**config.mk**
```make
export PLATFORM = sky130hd
export DESIGN_NAME = wtps_calc_flat
export DESIGN_NICKNAME = d
export VERILOG_FILES = /design/src/rtl/core/wtps_pkg.sv /design/src/rtl/core/wtps_if.sv /design/src/rtl/core/wtps_calc.sv /design/src/flat_wrapper.sv
export SDC_FILE = /design/constraint.sdc
export NUM_CORES = 1
export LEC_CHECK = 0
export BUFFER_PORTS_ARGS = -buffer_cell sky130_fd_sc_hd__buf_4
export CORE_ASPECT_RATIO = 0.8
export CORE_MARGIN = 2
export CORE_UTILIZATION = 45
export CTS_CLUSTER_DIAMETER = 150
export DETAILED_ROUTE_END_ITERATION = 16
export SYNTH_ARGS = -nofsm -noshare
export SYNTH_HDL_FRONTEND = slang
export SYNTH_SLANG_ARGS = --single-unit
```
**constraint.sdc**
```tcl
create_clock -name clk -period 13.2 [get_ports clk]
set_clock_uncertainty 0.05 [all_clocks]
set_input_delay 1.98 -clock clk [delete_from_list [all_inputs] [get_ports clk]]
set_output_delay 1.98 -clock clk [all_outputs]
set_load 0.03 [all_outputs]
```
**src/rtl/core/wtps_pkg.sv**
```systemverilog
`timescale 1ns / 1ps

package wtps_pkg;

  // Grid side length in cells.
  localparam int SIDE = 512;

  localparam int IDX_W = (SIDE > 1) ? $clog2(SIDE) : 1;
  localparam logic [IDX_W-1:0] IDX_LAST = IDX_W'(SIDE - 1);

  // Grid memory is addressed by {row, col}.
  localparam int GRID_AW = 2 * IDX_W;
  localparam int GRID_DEPTH = SIDE * (1 << IDX_W);

  localparam int VAL_W = 16;
  localparam int SUM_W = VAL_W + 2;

  // floor(x / 3) == (x * DIV3_MUL) >> DIV3_SHIFT for every x below 2**19.
  localparam int DIV3_SHIFT = 19;
  localparam int DIV3_MUL_W = 18;
  localparam logic [DIV3_MUL_W-1:0] DIV3_MUL = DIV3_MUL_W'(174763);
  localparam int PROD_W = SUM_W + DIV3_MUL_W;

  typedef logic [VAL_W-1:0] val_t;

  // Position of one cell and its flags.
  typedef struct packed {
    logic [IDX_W-1:0] row;
    logic [IDX_W-1:0] col;
    logic             border;
    logic             last;
  } cell_t;

endpackage

```
**src/rtl/core/wtps_if.sv**
```systemverilog


interface wtps_out_if import wtps_pkg::*; ();
  logic valid;
  logic ready;
  val_t cell_value;
  logic sweep_done;

  modport source (output valid, output cell_value, output sweep_done, input ready);
  modport sink (input valid, input cell_value, input sweep_done, output ready);
endinterface

```
**src/rtl/core/wtps_calc.sv**
```systemverilog
`timescale 1ns / 1ps

module wtps_calc import wtps_pkg::*; (
  input  logic                clk,
  input  logic                rst,
  input  logic                accept,
  input  cell_t               cur,
  input  val_t                border_value,
  output logic                ready,
  // memory read data for the stage-1 cell
  input  val_t                own_rd,
  input  val_t                upper_rd,
  // write-back
  output logic                wr_en,
  output logic [GRID_AW-1:0]  grid_waddr,
  output logic [IDX_W-1:0]    line_waddr,
  output val_t                wr_data,
  wtps_out_if.source          dout
);

  logic  s1_valid;
  cell_t s1_cell;
  val_t  s1_border;
  val_t  left_value;
  logic  primed;
  logic  s1_adv;

  logic [SUM_W-1:0]  sum;
  logic [PROD_W-1:0] prod;
  val_t              own;
  val_t              result;

  assign s1_adv = s1_valid && (!dout.valid || dout.ready);
  assign ready  = !s1_valid || s1_adv;

  // Own value reads as zero until the first sweep has finished.
  assign own  = primed ? own_rd : '0;
  assign sum  = SUM_W'(upper_rd) + SUM_W'(left_value) + SUM_W'(own);
  assign prod = PROD_W'(sum) * PROD_W'(DIV3_MUL);

  always_comb begin
    if (s1_cell.border) begin
      result = s1_border;
    end else begin
      result = VAL_W'(prod >> DIV3_SHIFT);
    end
  end

  assign wr_en      = s1_adv;
  assign grid_waddr = {s1_cell.row, s1_cell.col};
  assign line_waddr = s1_cell.col;
  assign wr_data    = result;

  always_ff @(posedge clk) begin
    if (rst) begin
      s1_valid   <= 1'b0;
      dout.valid <= 1'b0;
      left_value <= '0;
      primed     <= 1'b0;
    end else begin
      if (accept) begin
        s1_valid <= 1'b1;
      end else if (s1_adv) begin
        s1_valid <= 1'b0;
      end
      if (s1_adv) begin
        dout.valid <= 1'b1;
        left_value <= result;
        if (s1_cell.last) begin
          primed <= 1'b1;
        end
      end else if (dout.ready) begin
        dout.valid <= 1'b0;
      end
    end
  end

  always_ff @(posedge clk) begin
    if (accept) begin
      s1_cell   <= cur;
      s1_border <= border_value;
    end
    if (s1_adv) begin
      dout.cell_value <= result;
      dout.sweep_done <= s1_cell.last;
    end
  end

endmodule

```
**src/flat_wrapper.sv**
```systemverilog
// flat-port wrapper written by rule: the top's interface ports become plain ports
module wtps_calc_flat import wtps_pkg::*;
  (clk, rst, accept, cur, border_value, ready, own_rd, upper_rd, wr_en, grid_waddr, line_waddr, wr_data, dout_valid, dout_cell_value, dout_sweep_done, dout_ready);
  wtps_out_if dout_i ();
  input  logic clk;
  input  logic rst;
  input  logic accept;
  input  cell_t cur;
  input  val_t border_value;
  output logic ready;
  input  val_t own_rd;
  input  val_t upper_rd;
  output logic wr_en;
  output logic [GRID_AW-1:0] grid_waddr;
  output logic [IDX_W-1:0] line_waddr;
  output val_t wr_data;
  output wire logic [$bits(dout_i.valid)-1:0] dout_valid;
  output wire logic [$bits(dout_i.cell_value)-1:0] dout_cell_value;
  output wire logic [$bits(dout_i.sweep_done)-1:0] dout_sweep_done;
  input wire logic [$bits(dout_i.ready)-1:0] dout_ready;
  assign dout_valid = dout_i.valid;
  assign dout_cell_value = dout_i.cell_value;
  assign dout_sweep_done = dout_i.sweep_done;
  assign dout_i.ready = dout_ready;
  wtps_calc u_core (.clk(clk), .rst(rst), .accept(accept), .cur(cur), .border_value(border_value), .ready(ready), .own_rd(own_rd), .upper_rd(upper_rd), .wr_en(wr_en), .grid_waddr(grid_waddr), .line_waddr(line_waddr), .wr_data(wr_data), .dout(dout_i));
endmodule
```
Word-level counts from Yosys, hierarchy flattened

Cells that the tools add are included.

$add $sub $neg: 2
Multiply operators: 1
Multiplexer cells: 6
Reduce and logical (&&, ||, !) cells: 8

Operators by type and width:

| kind                     | count |
|---|---|
| $mul A18 B18 Y35 const B | 1 |
| $mux W16                 | 2 |
| $add A18 B16 Y18         | 1 |
| $add A16 B16 Y17         | 1 |
| $mux W1                  | 4 |
| $reduce_bool A2 Y1       | 2 |
| $logic_not A1 Y1         | 2 |
| $logic_or A1 B1 Y1       | 2 |
| $reduce_and A2 Y1        | 1 |
| $logic_and A1 B1 Y1      | 1 |

Register bits: 72

Logic depth before layout (Yosys ltp)

Depth in word-level cells: 5
Gate-level depth with buffers: 38

Worst setup path before layout

No wires, ideal clock.

Path kind: input to output
From: input port upper_rd[1]
To: output port wr_data[15]
Arrival time: 10.150 ns
Data required time: 11.170 ns
Path slack: 1.020 ns
Stages: 35
Cell sequence: ha_1 a21o_1 a21oi_1 o21bai_1 a211o_1 nand3_1 and4_1 nor2_1 xnor2_1 ha_1 nand2_1 nor2_1 o211a_1 o31a_1 a211o_1 xnor2_2 and2_1 nor2_1 ha_1 inv_1 fa_1 inv_1 fa_1 fa_1 inv_1 fa_1 inv_1 ha_1 a21o_1 a32oi_1 a211oi_1 a2111oi_0 o31a_1 a211oi_1 nor3_1

Longest elaborated chain between the ends: 4

RTL lines:

| item             | RTL line           | text |
|---|---|---|
| from (decl)      | flat_wrapper.sv:12 | `input val_t upper_rd;` |
| $add A16 B16 Y17 | wtps_calc.sv:38    | `assign sum = SUM_W'(upper_rd) + SUM_W'(left_value) + SUM_W'(own);` |
| $add A18 B16 Y18 | wtps_calc.sv:38    |  |
| $mul A18 B18 Y35 | wtps_calc.sv:39    | `assign prod = PROD_W'(sum) * PROD_W'(DIV3_MUL);` |
| $mux W16         | wtps_calc.sv:42    | `if (s1_cell.border) begin` |
| to (decl)        | flat_wrapper.sv:16 | `output val_t wr_data;` |

No other way between the ends.

Worst setup path after layout

From: input port upper_rd[1]
To: output port wr_data[9]

The elaborated chain is that of the path after synthesis.

==> qor.log <==
qor: yosys.yosys_warnings 0
qor: timing.slew_viol_final 0
qor: detailed_routing.route.final.wire_length 23.80 mm
qor: timing.setup-violations-final 0
qor: detailed_routing.detailed_route_via_count 7,444
qor: layout.final_layout_size_suffix_gt1_frac 0.1766
qor: critical_path.cp.arrival 10.70 ns
qor: clock_network.cts.clk_slew.worst_paths 0.06 ns
qor: yosys.synth_seq_area_share 0.1962
qor: die.die_w 171.1 µm
qor: critical_path.cp_slowest_cell fa_1
qor: yosys.synth_nets 1,404
qor: yosys.syn-cell-area 10,050 µm²
qor: layout.fillerInstances 2,053
qor: die.floorplan_core_area 21,740 µm²
qor: clock_network.clock_tree.root_cell clkbuf_16
qor: detailed_routing.drc 0
qor: die.floorplan.rows 48
qor: placed_design.input_output_buffers 134
qor: yosys.ys_seq_elements 72
qor: timing.timing_worst_slew_pin_value 1.105 ns
qor: global_routing.grt_first_pass_wirelength 37.82 mm
qor: placed_design.post-dp-hpwl 20.71 mm
qor: clock_network.inserted_clock_buffers 9
qor: clock_network.cts.sinks 72
qor: yosys.leading_area_contributor_after_synthesis ha_1
qor: layout.antennaDiodeCount 0
qor: yosys.synth_common_cells inv_1 (261), ha_1 (183), fa_1 (110)
qor: detailed_routing.antenna_violating_nets_post_route 0
qor: global_routing.overflow 0
qor: min_path.holdCritPathClass flop to flop
qor: critical_path.max_stage_delay 0.54 ns
qor: timing.layout_worst_path_cycle_share 0.9646
qor: timing.timing.slew.headroom 0.2623
qor: global_routing.groute.usage.overall 0.2086
qor: detailed_routing.drtPass1Iterations 5
qor: detailed_routing.wire_length_per_cell 15.98 µm
qor: timing.hold_violations 0
qor: clock_network.clk_latency 0.33 ns
qor: yosys.postSynthCellCount 1,039
qor: job.max_cap_violations 0
qor: die.die_area 23,550 µm²
qor: yosys.synth-compound-area-share 0.1075
qor: layout.finish.net_count 1,549
qor: critical_path.timing_worst_setup_path_type input pin to output pin
qor: yosys.synth-main-ff-cell edfxtp_1
qor: yosys.synth_simple_gate_area_frac 0.09115
qor: yosys.mux_contribution_to_synthesized_area 0.001121
qor: yosys.syn-mean-instance-area 9.671 µm²
qor: yosys.async_reset_ff_frac 0
qor: detailed_routing.drt-vias-per-instance 4.999
qor: clock_network.cts-root-to-sink-buffers 2
qor: yosys.post-synth-top-count-cell inv_1
qor: die.die-height 137.7 µm
qor: global_routing.pin_count_of_the_biggest_net_entering_global_routing 38
qor: detailed_routing.dr_iter_0_viols 343
qor: yosys.synth_area_leaders ha_1 (23%), fa_1 (22%), edfxtp_1 (16%)
qor: critical_path.crit_path_frequent_cell buf_4
qor: clock_network.cts_tree yes
qor: die.start_util 0.4622
qor: die.ioPinCount 135
qor: timing.timing.hold.ws 0.4178 ns
qor: critical_path.critPathLaunchType input pin
qor: clock_network.postCtsHoldBufs 0
qor: clock_network.cts.htree.levels 3
qor: critical_path.required 11.17 ns
qor: critical_path.endpoint_kind output pin
qor: placed_design.place_congestion 0.9051
qor: critical_path.critPathMaxFanout 7
qor: status.run_status finished, final reports clean
qor: layout.area_growth_syn_to_layout 18.48%
qor: timing.post-route-min-period 12.73 ns
qor: yosys.synth_fa_ha_area_frac 0.4470
qor: global_routing.number_of_global_route_vias_before_repair 7,343
qor: yosys.synth_xor_area_frac 0.03561
qor: timing.max_freq 78.54 MHz
qor: global_routing.number_of_antenna_violations_at_the_first_check_in_global_routing 0
qor: yosys.dominant_combinational_cell_family_by_area_after_synthesis adder cells
qor: yosys.synth_edf_count 53
qor: yosys.synth_top_area_frac 0.2279
qor: yosys.number_of_library_cell_types_mapped_by_synthesis 63
qor: timing.setup_tns 0 ns
## critical path, delay by kind of cell
kind            cells  cell delay, ns
fa+ha+maj           8            3.26
buf+inv             9            1.00
xor+xnor            2            0.55
compound gates     11            2.76
simple gates        8            1.11
## per-layer routing
layer | track usage | share of wire | vias to the layer above
li1 | - | - | 3672
met1 | 0.3191 | 0.50 | 3590
met2 | 0.3094 | 0.43 | 163
met3 | 0.03936 | 0.055 | 19
met4 | 0.03343 | 0.012 | 0
met5 | 0 | 0 | -
## layout by cell type, fill, tap and decap left out, drive strengths merged, types with 4 or more instances in the layout
master / instances
o21a: 6
o211a: 6
and3: 6
or2: 4
o211ai: 8
dfxtp: 19
ha: 183
o21bai: 5
o21ai: 27
a21oi: 34
xor2: 12
o31a: 6
and2: 18
nand2b: 13
a211oi: 9
nand4: 4
fa: 110
nor2: 39
o31ai: 9
nor2b: 11
nand3: 9
inv: 262
buf: 171
a21o: 14
nor3: 16
a31oi: 4
or3: 5
a2111oi: 4
xnor2: 28
edfxtp: 53
clkbuf: 10
nand2: 42
o21ba: 4
## state kept, by name (all words and copies together), names as in the netlist
signal                  count
u_core.grid_waddr           9
u_core.line_waddr           9
u_core.left_value          16
u_core.dout.cell_value     16
u_core.s1_valid             1
u_core.primed               1
u_core.s1_cell              2
u_core.s1_border           16
u_core.dout.valid           1
u_core.dout.sweep_done      1
## final timing paths
path                                           start  cells past startpoint  slack [ns]                     end
worst min register to register     u_core.s1_cell[0]                      0        0.42  u_core.dout.sweep_done
worst max-delay path                     upper_rd[1]                     38        0.47              wr_data[9]
worst max register to register  u_core.left_value[1]                     37        4.11    u_core.left_value[9]
worst min-delay path               u_core.s1_cell[0]                      0        0.42  u_core.dout.sweep_done
## metrics by stage
stage	area (µm²)	cells	worst slack [ns]	util
4_1_cts	11760	1482	0.1114	0.5409
6_report	11910	1489	0.4677	0.5476
3_5_place_dp	11410	1466	0.1531	0.5250
5_1_grt	11910	1489	-0.04091	0.5476
3_3_place_gp	11410	1466	0.2543	0.5250
2_1_floorplan	10050	1039	1.020	-
## logic make-up (layout without fill, tap and decap cells)
group,count (synthesis),after routing
adders and majority gates,293,293
AOI/OAI and AO/OA,155,155
muxes,1,1
and+or+nand+nor,180,180
buffers and inverters,298,448
DFF,72,72
xor gates and xnor gates,40,40
## final cells by class
class / count / area, µm² / area share
well taps: 300 / 375.4 / 0.03153
clock buffers: 10 / 229.0 / 0.01923
repair buffers: 171 / 1284 / 0.1078
flip-flops and latches: 72 / 1972 / 0.1656
multi-input cells: 669 / 6949 / 0.5837
clock inverters: 6 / 116.4 / 0.009774
inverters: 261 / 979.7 / 0.08229
## what timing repair did
item                                    in CTS  in global routing
endpoints found under the setup margin       0                 10
setup buffers                                0                  7
resized for setup                            0                 17
Power is not shown: default switching activity piles up to over one toggle a cycle in this logic, so the estimate is an artifact.
