--- config.mk ---
export PLATFORM = sky130hd
export DESIGN_NAME = wtps_pos
export DESIGN_NICKNAME = d
export VERILOG_FILES = /design/src/rtl/core/wtps_pkg.sv /design/src/rtl/core/wtps_pos.sv
export SDC_FILE = /design/constraint.sdc
export NUM_CORES = 1
export LEC_CHECK = 0
export BUFFER_PORTS_ARGS = -buffer_cell sky130_fd_sc_hd__buf_2
export CAP_MARGIN = 20
export CORE_UTILIZATION = 56
export DETAILED_ROUTE_END_ITERATION = 12
export PLACE_DENSITY = 0.92
export SLEW_MARGIN = 20
export SYNTH_ARGS = -nofsm -noshare
export SYNTH_HDL_FRONTEND = slang
export SYNTH_SLANG_ARGS = --single-unit
--- constraint.sdc ---
create_clock -name clk -period 5.73 [get_ports clk]
set_input_delay 0.8595 -clock clk [delete_from_list [all_inputs] [get_ports clk]]
set_output_delay 0.8595 -clock clk [all_outputs]
set_load 0.02 [all_outputs]
--- src/rtl/core/wtps_pkg.sv ---
`timescale 1ns / 1ps

package wtps_pkg;

  // Grid side length in cells.
  localparam int SIDE = 512;

  localparam int IDX_W = (SIDE > 1) ? $clog2(SIDE) : 1;
  localparam logic [IDX_W-1:0] IDX_LAST = IDX_W'(SIDE - 1);

  // Grid memory is addressed by {row, col}.
  localparam int GRID_AW = 2 * IDX_W;
  localparam int GRID_DEPTH = SIDE * (1 << IDX_W);

  localparam int VAL_W = 16;
  localparam int SUM_W = VAL_W + 2;

  // floor(x / 3) == (x * DIV3_MUL) >> DIV3_SHIFT for every x below 2**19.
  localparam int DIV3_SHIFT = 19;
  localparam int DIV3_MUL_W = 18;
  localparam logic [DIV3_MUL_W-1:0] DIV3_MUL = DIV3_MUL_W'(174763);
  localparam int PROD_W = SUM_W + DIV3_MUL_W;

  typedef logic [VAL_W-1:0] val_t;

  // Position of one cell and its flags.
  typedef struct packed {
    logic [IDX_W-1:0] row;
    logic [IDX_W-1:0] col;
    logic             border;
    logic             last;
  } cell_t;

endpackage

--- src/rtl/core/wtps_pos.sv ---
`timescale 1ns / 1ps

module wtps_pos import wtps_pkg::*; (
  input  logic  clk,
  input  logic  rst,
  input  logic  advance,
  output cell_t cur
);

  logic [IDX_W-1:0] row;
  logic [IDX_W-1:0] col;
  logic [IDX_W-1:0] row_next;
  logic [IDX_W-1:0] col_next;

  always_comb begin
    if (col == IDX_LAST) begin
      col_next = '0;
      row_next = (row == IDX_LAST) ? '0 : row + 1'b1;
    end else begin
      col_next = col + 1'b1;
      row_next = row;
    end
  end

  always_ff @(posedge clk) begin
    if (rst) begin
      row <= '0;
      col <= '0;
    end else if (advance) begin
      row <= row_next;
      col <= col_next;
    end
  end

  assign cur.row    = row;
  assign cur.col    = col;
  assign cur.border = (row == '0) || (col == '0);
  assign cur.last   = (row == IDX_LAST) && (col == IDX_LAST);

endmodule

# After elaboration in Yosys (flattened, before gate mapping)
# Index checks and enable logic that the tools add are counted.
# op_classes
n_addsub	2
eq_ne	2
n_mux	2
reduce_logical	5
# ops
operator	count
$add 9x1->9 const B	2
$eq 9x9->1 const B	2
$logic_not 9->1	2
$mux 9	2
$reduce_and 2->1	1
$logic_and 1x1->1	1
$logic_or 1x1->1	1
# word_totals
regBits	18
inputBits	3
out_inout_bits	20
word_cells	13

# Longest topological paths before layout
# Gate-level depths: netlist of run 1.
# logic_depth
word_depth	2
depth_mapped	8
mapped_depth_nobuf	7

# Worst setup path before layout of run 1
# OpenSTA, ideal clock, no wires.
# synth_timing
kind	reg-to-output
startpoint	reg row[0]
endpoint	out cur[0] (netlist name)
t_arrival_ps	1596
t_required_ps	4871
path_slack_ps	3275
stages_incl_launch_ff	6
n_path_buf	0
path_cell_list	dfxtp_1 ha_1 nand2_1 nor3_1 ha_1 and2_1
# synth_lines
item	line_no	rtl
start: declaration	wtps_pos.sv:10	logic [IDX_W-1:0] row;
start signal: assignment	wtps_pos.sv:30	row <= row_next;
end: declaration	wtps_pos.sv:7	output cell_t cur

==> metrics.md, run 1 <==
| Metric | Value |
|---|---|
| Status | completed |
| Die area | 1940 um2 |
| Core region area | 1580 um2 |
| Clk Latency, worst-skew pair | 300 ps |
| Max clock buf depth | 2 |
| Critical path class | reg2out |
| CTS Hold Bufs | 0 |
| Resized cells post-CTS | 0 |
| Net Sw Frac | 23.7% |
| Pleak | 0.000499 uW |
| Area grow syn2layout | 15.4% |
| Post-synth top area share | 36.3% |
| CTS root buffer | clkbuf_4 |
| Via Count | 977 |
| Worst Path Max Fanout | 7 |
| Slew headroom | 72.8% |
| Final Util | 72.6% |
| Layout cells sized above 1 | 22.5% |
| Number of synthesized flops with an enable pin | 0 |
| Gr busiest metal | met2 |
| Die width | 44.1 um |
| Global-route wire length before repair | 3840 um |
| Clock power frac | 36.0% |
| Die Ht | 44.1 um |
| Diodes inserted | 0 |
| Pin count of the biggest net entering global routing | 16 |
| Worst clock skew | 1.24 ps |
| GRT met1 Usage | 36.1% |
| Distinct cells, synth | 33 |
| Setup TNS | 0 ps |
| Net Count, Synth | 126 |
| Yosys reg bits | 18 |
| Main flop type after synthesis | dfxtp_1 |
| DRC errors left | 0 |
| Vias in the first global route | 870 |
| Pwr Total | 224 uW |
| Final period util | 50.9% |
| CP Launch Type | register |
| Initial Util | 62.9% |
| TritonRoute pass-1 iters | 6 |
| P_sw | 53.0 uW |
| Total GRT Usage | 26.7% |
| CTS tree | built |
| Post-synth ARST share | 0% |
| P_int | 170 uW |
| Final net count | 150 |
| Vias/cell | 6.34 |
| Final max-slew violation count | 0 |
| Post-synthesis sequential area ratio | 36.3% |
| Total number of H-tree levels | 1 |
| Post-route ant nets | 0 |
| Site row count | 14 |
| F_max | 343 MHz |
| Netlist Area Pre-Place | 992 um2 |
| Final GP Congestion | 0.872 |
| Cell Chain, Critical Path | ha_1 > nand2_1 > nor3_1 > ha_1 > and2_1 > buf_2 |
| Slew @ Worst Pin | 407 ps |
| Final Hold Fails | 0 |
| Mean post-synth cell area | 8.63 um2 |
| CP peak stage delay | 430 ps |
| Unrepaired setup endpoints after global routing | no |
| Initial antenna violation count | 0 |
| Cell taking the most area after synthesis | dfxtp_1 |
| Port Buffer Count | 22 |
| Sequential share of power | 57.4% |
| Met2 Use GR | 42.9% |
| Ports | 23 |
| Met3 Track Usage GR | 4.49% |
| Synth top area cells | dfxtp_1 36%, ha_1 10%, mux2i_1 5.0%, nand2_1 4.5%, nor2_1 4.2% |
| Clock Sinks | 18 |
| Worst Path Arrival | 2050 ps |
| Crit-path most repeated cell | ha_1 |
| Fillers | 130 |
| Post-CTS Setup Inserts | 0 |
| Iteration-0 DRC Markers | 62 |
| Critical Path RT | 4870 ps |
| Detailed Place HPWL | 1580 um |
| Worst Hold Class | reg2reg |
| Maximum vdd drop | 0.000180 V |
| Yosys warnings | 0 |
| CTS Buf Count | 3 |
| Max-cap violations | 0 |
| Final wirelength | 2280 um |
| Drt wl/cell | 14.8 um |
| Combinational Power Share | 6.6% |
| # setup viols final | 0 |
| GRT overflow | 0 |
| PD cells | 195 nW/um2 |
| CP max stage cell | dfxtp_1 |
| Critical path endpoint category | output port |
| Final min period | 2910 ps |
| Clk pin slew, worst setup/hold paths | 100 ps |
| Cells after Synth | 115 |
## logic make-up (layout without fill, tap and decap cells)
| family | after synthesis | after routing | synth area share [%] |
|---|---|---|---|
| xor+xnor | 3 | 3 | 2.65 |
| compound gates | 21 | 21 | 13.1 |
| fa+ha+maj | 8 | 8 | 10.1 |
| simple gates | 52 | 52 | 29.5 |
| flops | 18 | 18 | 36.3 |
| mux | 5 | 5 | 5.04 |
| buf+inv | 8 | 31 | 3.28 |
## cells in the mapped netlist (2+ instances only)
cell type and instances:
xor2_1 3, or3_1 4, or4_1 2, ha_1 8, dfxtp_1 18, o21ai_0 6, nand4_1 2, nand3_1 6
buf_2 2, nor2_1 11, a21oi_1 7, nor4_1 2, mux2i_1 5, nand2_1 12, nor4b_1 2, a31oi_1 3
nand2b_1 2, inv_1 5
## per-stage QoR
stage	worst slack [ps]	instance area [um2]	hold WS, ps	std cells
CTS	2860	1140	512	154
global route	2690	1140	560	154
finish	2820	1140	512	154
global placement	3320	1110	485	150
floorplan	3270	992	559	115
detailed placement	3230	1110	497	150
## cell usage in the layout, fill, tap and decap left out, types with 4 or more instances in the layout
cell type | netlist | routed
o21ai_0 | 6 | 6
mux2i_1 | 5 | 5
or3_1 | 4 | 4
inv_1 | 5 | 5
nand2_1 | 12 | 12
a21oi_1 | 7 | 7
dfxtp_1 | 18 | 18
buf_2 | 2 | 22
nand3_1 | 6 | 6
nor2_1 | 11 | 11
ha_1 | 8 | 8
## worst max-delay path: cells and delay by family, from the launching register on
family | cells | cell delay (ps)
buffers and inverters | 1 | 150
and+or+nand+nor | 3 | 580
adders and majority gates | 2 | 580
DFF | 1 | 430
## routing by layer
metal,share of wire [%],wire length [um],vias up
met1,43,992,455
met2,48,1100,48
met4,1.5,34,0
met3,6.9,157,8
met5,0,0,-
li1,-,-,466
## area by class of cell
type	instances	area (um2)	area share, %
timing repair buffer	22	110	9.62
sequential	18	360	31.5
clock buffer	4	36.3	3.17
tap	16	20.0	1.75
multi-input combinational	89	599	52.3
inverter	5	18.8	1.64
## registers in the layout (all words and copies together) (netlist names)
name	count
col	9
row	9
## worst paths after layout
check,startpoint,endpoint,slack (ps),cells past startpoint
hold reg to reg,row[1],row[1],510,2
setup reg to reg,col[0],row[5],3350,7
hold / removal,row[1],row[1],510,2
setup / recovery,row[0],cur[0],2820,6
## power groups by stage
stage / clock, uW / sequential (uW) / combinational (uW)
2_1_floorplan: 0 / 133 / 8.32
3_3_place_gp: 0 / 131 / 13.5
3_5_place_dp: 0 / 131 / 13.9
4_1_cts: 80.5 / 128 / 14.4
5_1_grt: 86.1 / 129 / 15.9
6_report: 80.5 / 128 / 14.6
No activity file was read; power rests on OpenSTA's default activity.
==> run 2, diff against run 1 <==
ABC_AREA = 1   (was unset)
CORE_UTILIZATION = 51   (was 56)
PLACE_DENSITY = 0.85   (was 0.92)
clock period = 2.75 ns   (was 5.73 ns; I/O delays follow)
==> run 2 against run 1 <==
Net effect:
- sequential cell count unchanged
- clock skew up 3.1 ps
- non-clock buffer count is the same
- first-iteration DRC count is 61% lower
- setup slack got worse by 2200 ps
- critical path depth rose by 2
- sequential power up 110%
- cell area up 1.4%
- synthesized cell count is 23% higher
- highest routed layer unchanged
==> metrics.md, run 2 <==
| Metric | Value |
|---|---|
| Status | completed |
| Max layer used | met4 |
| Critical Path RT | 2340 ps (-2530 ps) |
| Final max-slew violation count | 0 (unchanged) |
| Clock Sinks | 18 (unchanged) |
| Final net count | 180 (+20%) |
| Cell taking the most area after synthesis | dfxtp_1 |
| Total GRT Usage | 22.8% (-3.9 points) |
| Terminus of the critical flop-to-flop path | row[6] |
| Commonest non-fill, non-tap cell in the layout | nand2_1 |
| CP Launch Type | register |
| Final min period | 2180 ps |
| Number of synthesized flops with an enable pin | 0 (unchanged) |
| Biggest regs | col (9), row (9) |
| Crit path capture | cur[0] |
| Initial antenna violation count | 0 (unchanged) |
| Reg2reg setup slack | 910 ps (-2440 ps) |
| Drt wl/cell | 11.1 um (-25%) |
| CTS Hold Bufs | 0 (unchanged) |
| CTS tree | built |
| Via Count | 979 (+0.20%) |
| Final period util | 79.2% |
| Worst Hold Class | in2reg |
| PD cells | 403 nW/um2 (+110%) |
| Diodes inserted | 0 (unchanged) |
| Crit path from | row[3] |
| Slew headroom | 85.6% (+13 points) |
| Mean post-synth cell area | 6.93 um2 (-20%) |
| Critical path endpoint category | output port |
| Clk Latency, worst-skew pair | 290 ps (about the same) |
| Post-CTS Setup Inserts | 0 (unchanged) |
| Setup TNS | 0 ps (unchanged) |
| Cell with the most instances after synthesis | nand2_1 |
| Worst Path Max Fanout | 5 (-2) |
| Final wirelength | 2140 um (-6.4%) |
| Max clock buf depth | 2 (unchanged) |
| Post-synth top area share | 36.6% (+0.32 points) |
| Cell area after layout | 1160 um2 (+1.4%) |
| Ports | 23 (unchanged) |
| Site row count | 15 (+1) |
| Critical path class | reg2out |
| Worst clock skew | 4.39 ps (+3.15 ps) |
| Unrepaired setup endpoints after global routing | no |
| Netlist Area Pre-Place | 983 um2 (-0.88%) |
| Clk pin slew, worst setup/hold paths | 110 ps (about the same) |
| GRT overflow | 0 (unchanged) |
| F_max | 459 MHz |
| Final Hold Fails | 0 (unchanged) |
| TritonRoute pass-1 iters | 4 (-2) |
| DRC errors left | 0 (unchanged) |
| Iteration-0 DRC Markers | 24 (-61%) |
| FF+latch area | 360 um2 (unchanged) |
| Yosys warnings | 0 (unchanged) |
| Worst Path Arrival | 1760 ps (-290 ps) |
| Slew @ Worst Pin | 215 ps (-192 ps) |
| Core region area | 1760 um2 (+12%) |
| CTS root buffer | clkbuf_4 |
| Yosys reg bits | 18 (unchanged) |
| # setup viols final | 0 (unchanged) |
| Die width | 45.9 um (+4.1%) |
| Post-route ant nets | 0 (unchanged) |
| Placed inst area | 1120 um2 (+1.5%) |
| Reg2Reg Depth | 10 (+3) |
| Resized cells post-CTS | 0 (unchanged) |
| Area grow syn2layout | 18.1% |
| DRT met1 WL | 979 um (-1.3%) |
| Global-route wire length before repair | 3430 um (-11%) |
| Detailed Place HPWL | 1680 um (+6.2%) |
| Post-synth ARST share | 0% (unchanged) |
| Die Ht | 45.9 um (+4.1%) |
| Final GP Congestion | 0.882 (+1.1%) |
| Maximum vdd drop | 0.000262 V (+46%) |
| Pin count of the biggest net entering global routing | 11 (-5) |
| Die area | 2110 um2 (+8.4%) |
| Multi-input logic area | 537 um2 (-10%) |
| Max-cap violations | 0 (unchanged) |
| Fillers | 188 (+45%) |
| Vias/cell | 5.07 (-20%) |
| Vias in the first global route | 818 (-6.0%) |
| Most frequent cells in the layout | 30 x nand2_1, 24 x nor2_1, 22 x inv_1, 22 x buf_2, 18 x dfxtp_1 |
| Initial Util | 55.7% (-7.2 points) |
| Top cells by count, synth | 30 x nand2_1, 24 x nor2_1, 22 x inv_1 |
| Main flop type after synthesis | dfxtp_1 |
| Hold Path Origin | rst |
| Port Buffer Count | 22 (unchanged) |
| Met3 WL | 127 um (-19%) |
| Post-synthesis sequential area ratio | 36.6% (+0.32 points) |
| Reg-to-reg startpoint | col[4] |
| Net Count, Synth | 153 (+21%) |
| Synth top area cells | dfxtp_1 37%, nand2_1 11%, ha_1 10%, nor2_1 9.2%, inv_1 8.4% |
| Cells after Synth | 142 (+23%) |
| Total number of H-tree levels | 1 (unchanged) |
| Layout cells sized above 1 | 20.8% (-1.6 points) |
| WL met2 | 990 um (-9.8%) |
| Pleak | 0.000575 uW (+15%) |
| Distinct cells, synth | 22 (-33%) |
| CTS Buf Count | 3 (unchanged) |
## run 2: cell count changes after synthesis, moves of 3 or more
cell / change
nor2_2: +3
a31oi_1: -3
mux2i_1: -5
inv_1: +17
nand2_1: +18
or3_1: -4
nor2_1: +13
## run 2: power by group
part	total, uW	internal, uW	switching, uW	leakage (uW)
Clock	165	80.7	84.6	0.0000210
Sequential	268	264	4.25	0.000146
Combinational	33.8	11.7	22.1	0.000408
## run 2: worst max-delay path: stages, from the launching register on
cell and delay [ps]:
dfxtp_1 410, nand2_1 120, nor2_1 170, nand3_1 120, nor2_1 180, ha_1 210
nand2_1 60, inv_1 50, buf_2 150
## run 2: how the worst min path moves through the flow
stage              to  slack, ps  cells after the start
2_1_floorplan  col[0]        480                      1
3_3_place_gp   col[5]        500                      2
3_5_place_dp   row[5]        500                      2
4_1_cts        col[0]        300                      2
5_1_grt        col[0]        290                      2
6_report       col[0]        300                      2
## run 2: metal layers
metal / global-route usage [%] / vias to the layer above
met3: 3.97 / 4
met2: 34.6 / 30
met1: 30.9 / 444
li1: - / 501
met5: 0 / -
met4: 10.6 / 0
## run 2: cells by family (layout without fill, tap and decap cells)
logic type | count (synthesis) | after routing | synth area share, %
xor gates and xnor gates | 1 | 1 | 0.891
DFF | 18 | 18 | 36.6
AOI/OAI and AO/OA | 19 | 19 | 10.9
adders and majority gates | 8 | 8 | 10.2
buffers and inverters | 23 | 49 | 8.78
and+or+nand+nor | 73 | 73 | 32.6
## run 2: final cells by class
class	instances	area share, %
flip-flops and latches	18	31.0
well taps	25	2.69
repair buffers	22	9.48
multi-input cells	101	46.2
clock buffers	4	3.13
inverters	23	7.44
## run 2: stage by stage
stage	power, uW	std cells	util (%)	hold WS, ps	worst slack [ps]
finish	468	193	65.8	298	573
global route	491	193	65.8	290	453
CTS	472	193	65.8	297	579
detailed placement	308	189	63.8	501	930
global placement	307	189	63.8	496	967
floorplan	296	142	-	485	1030
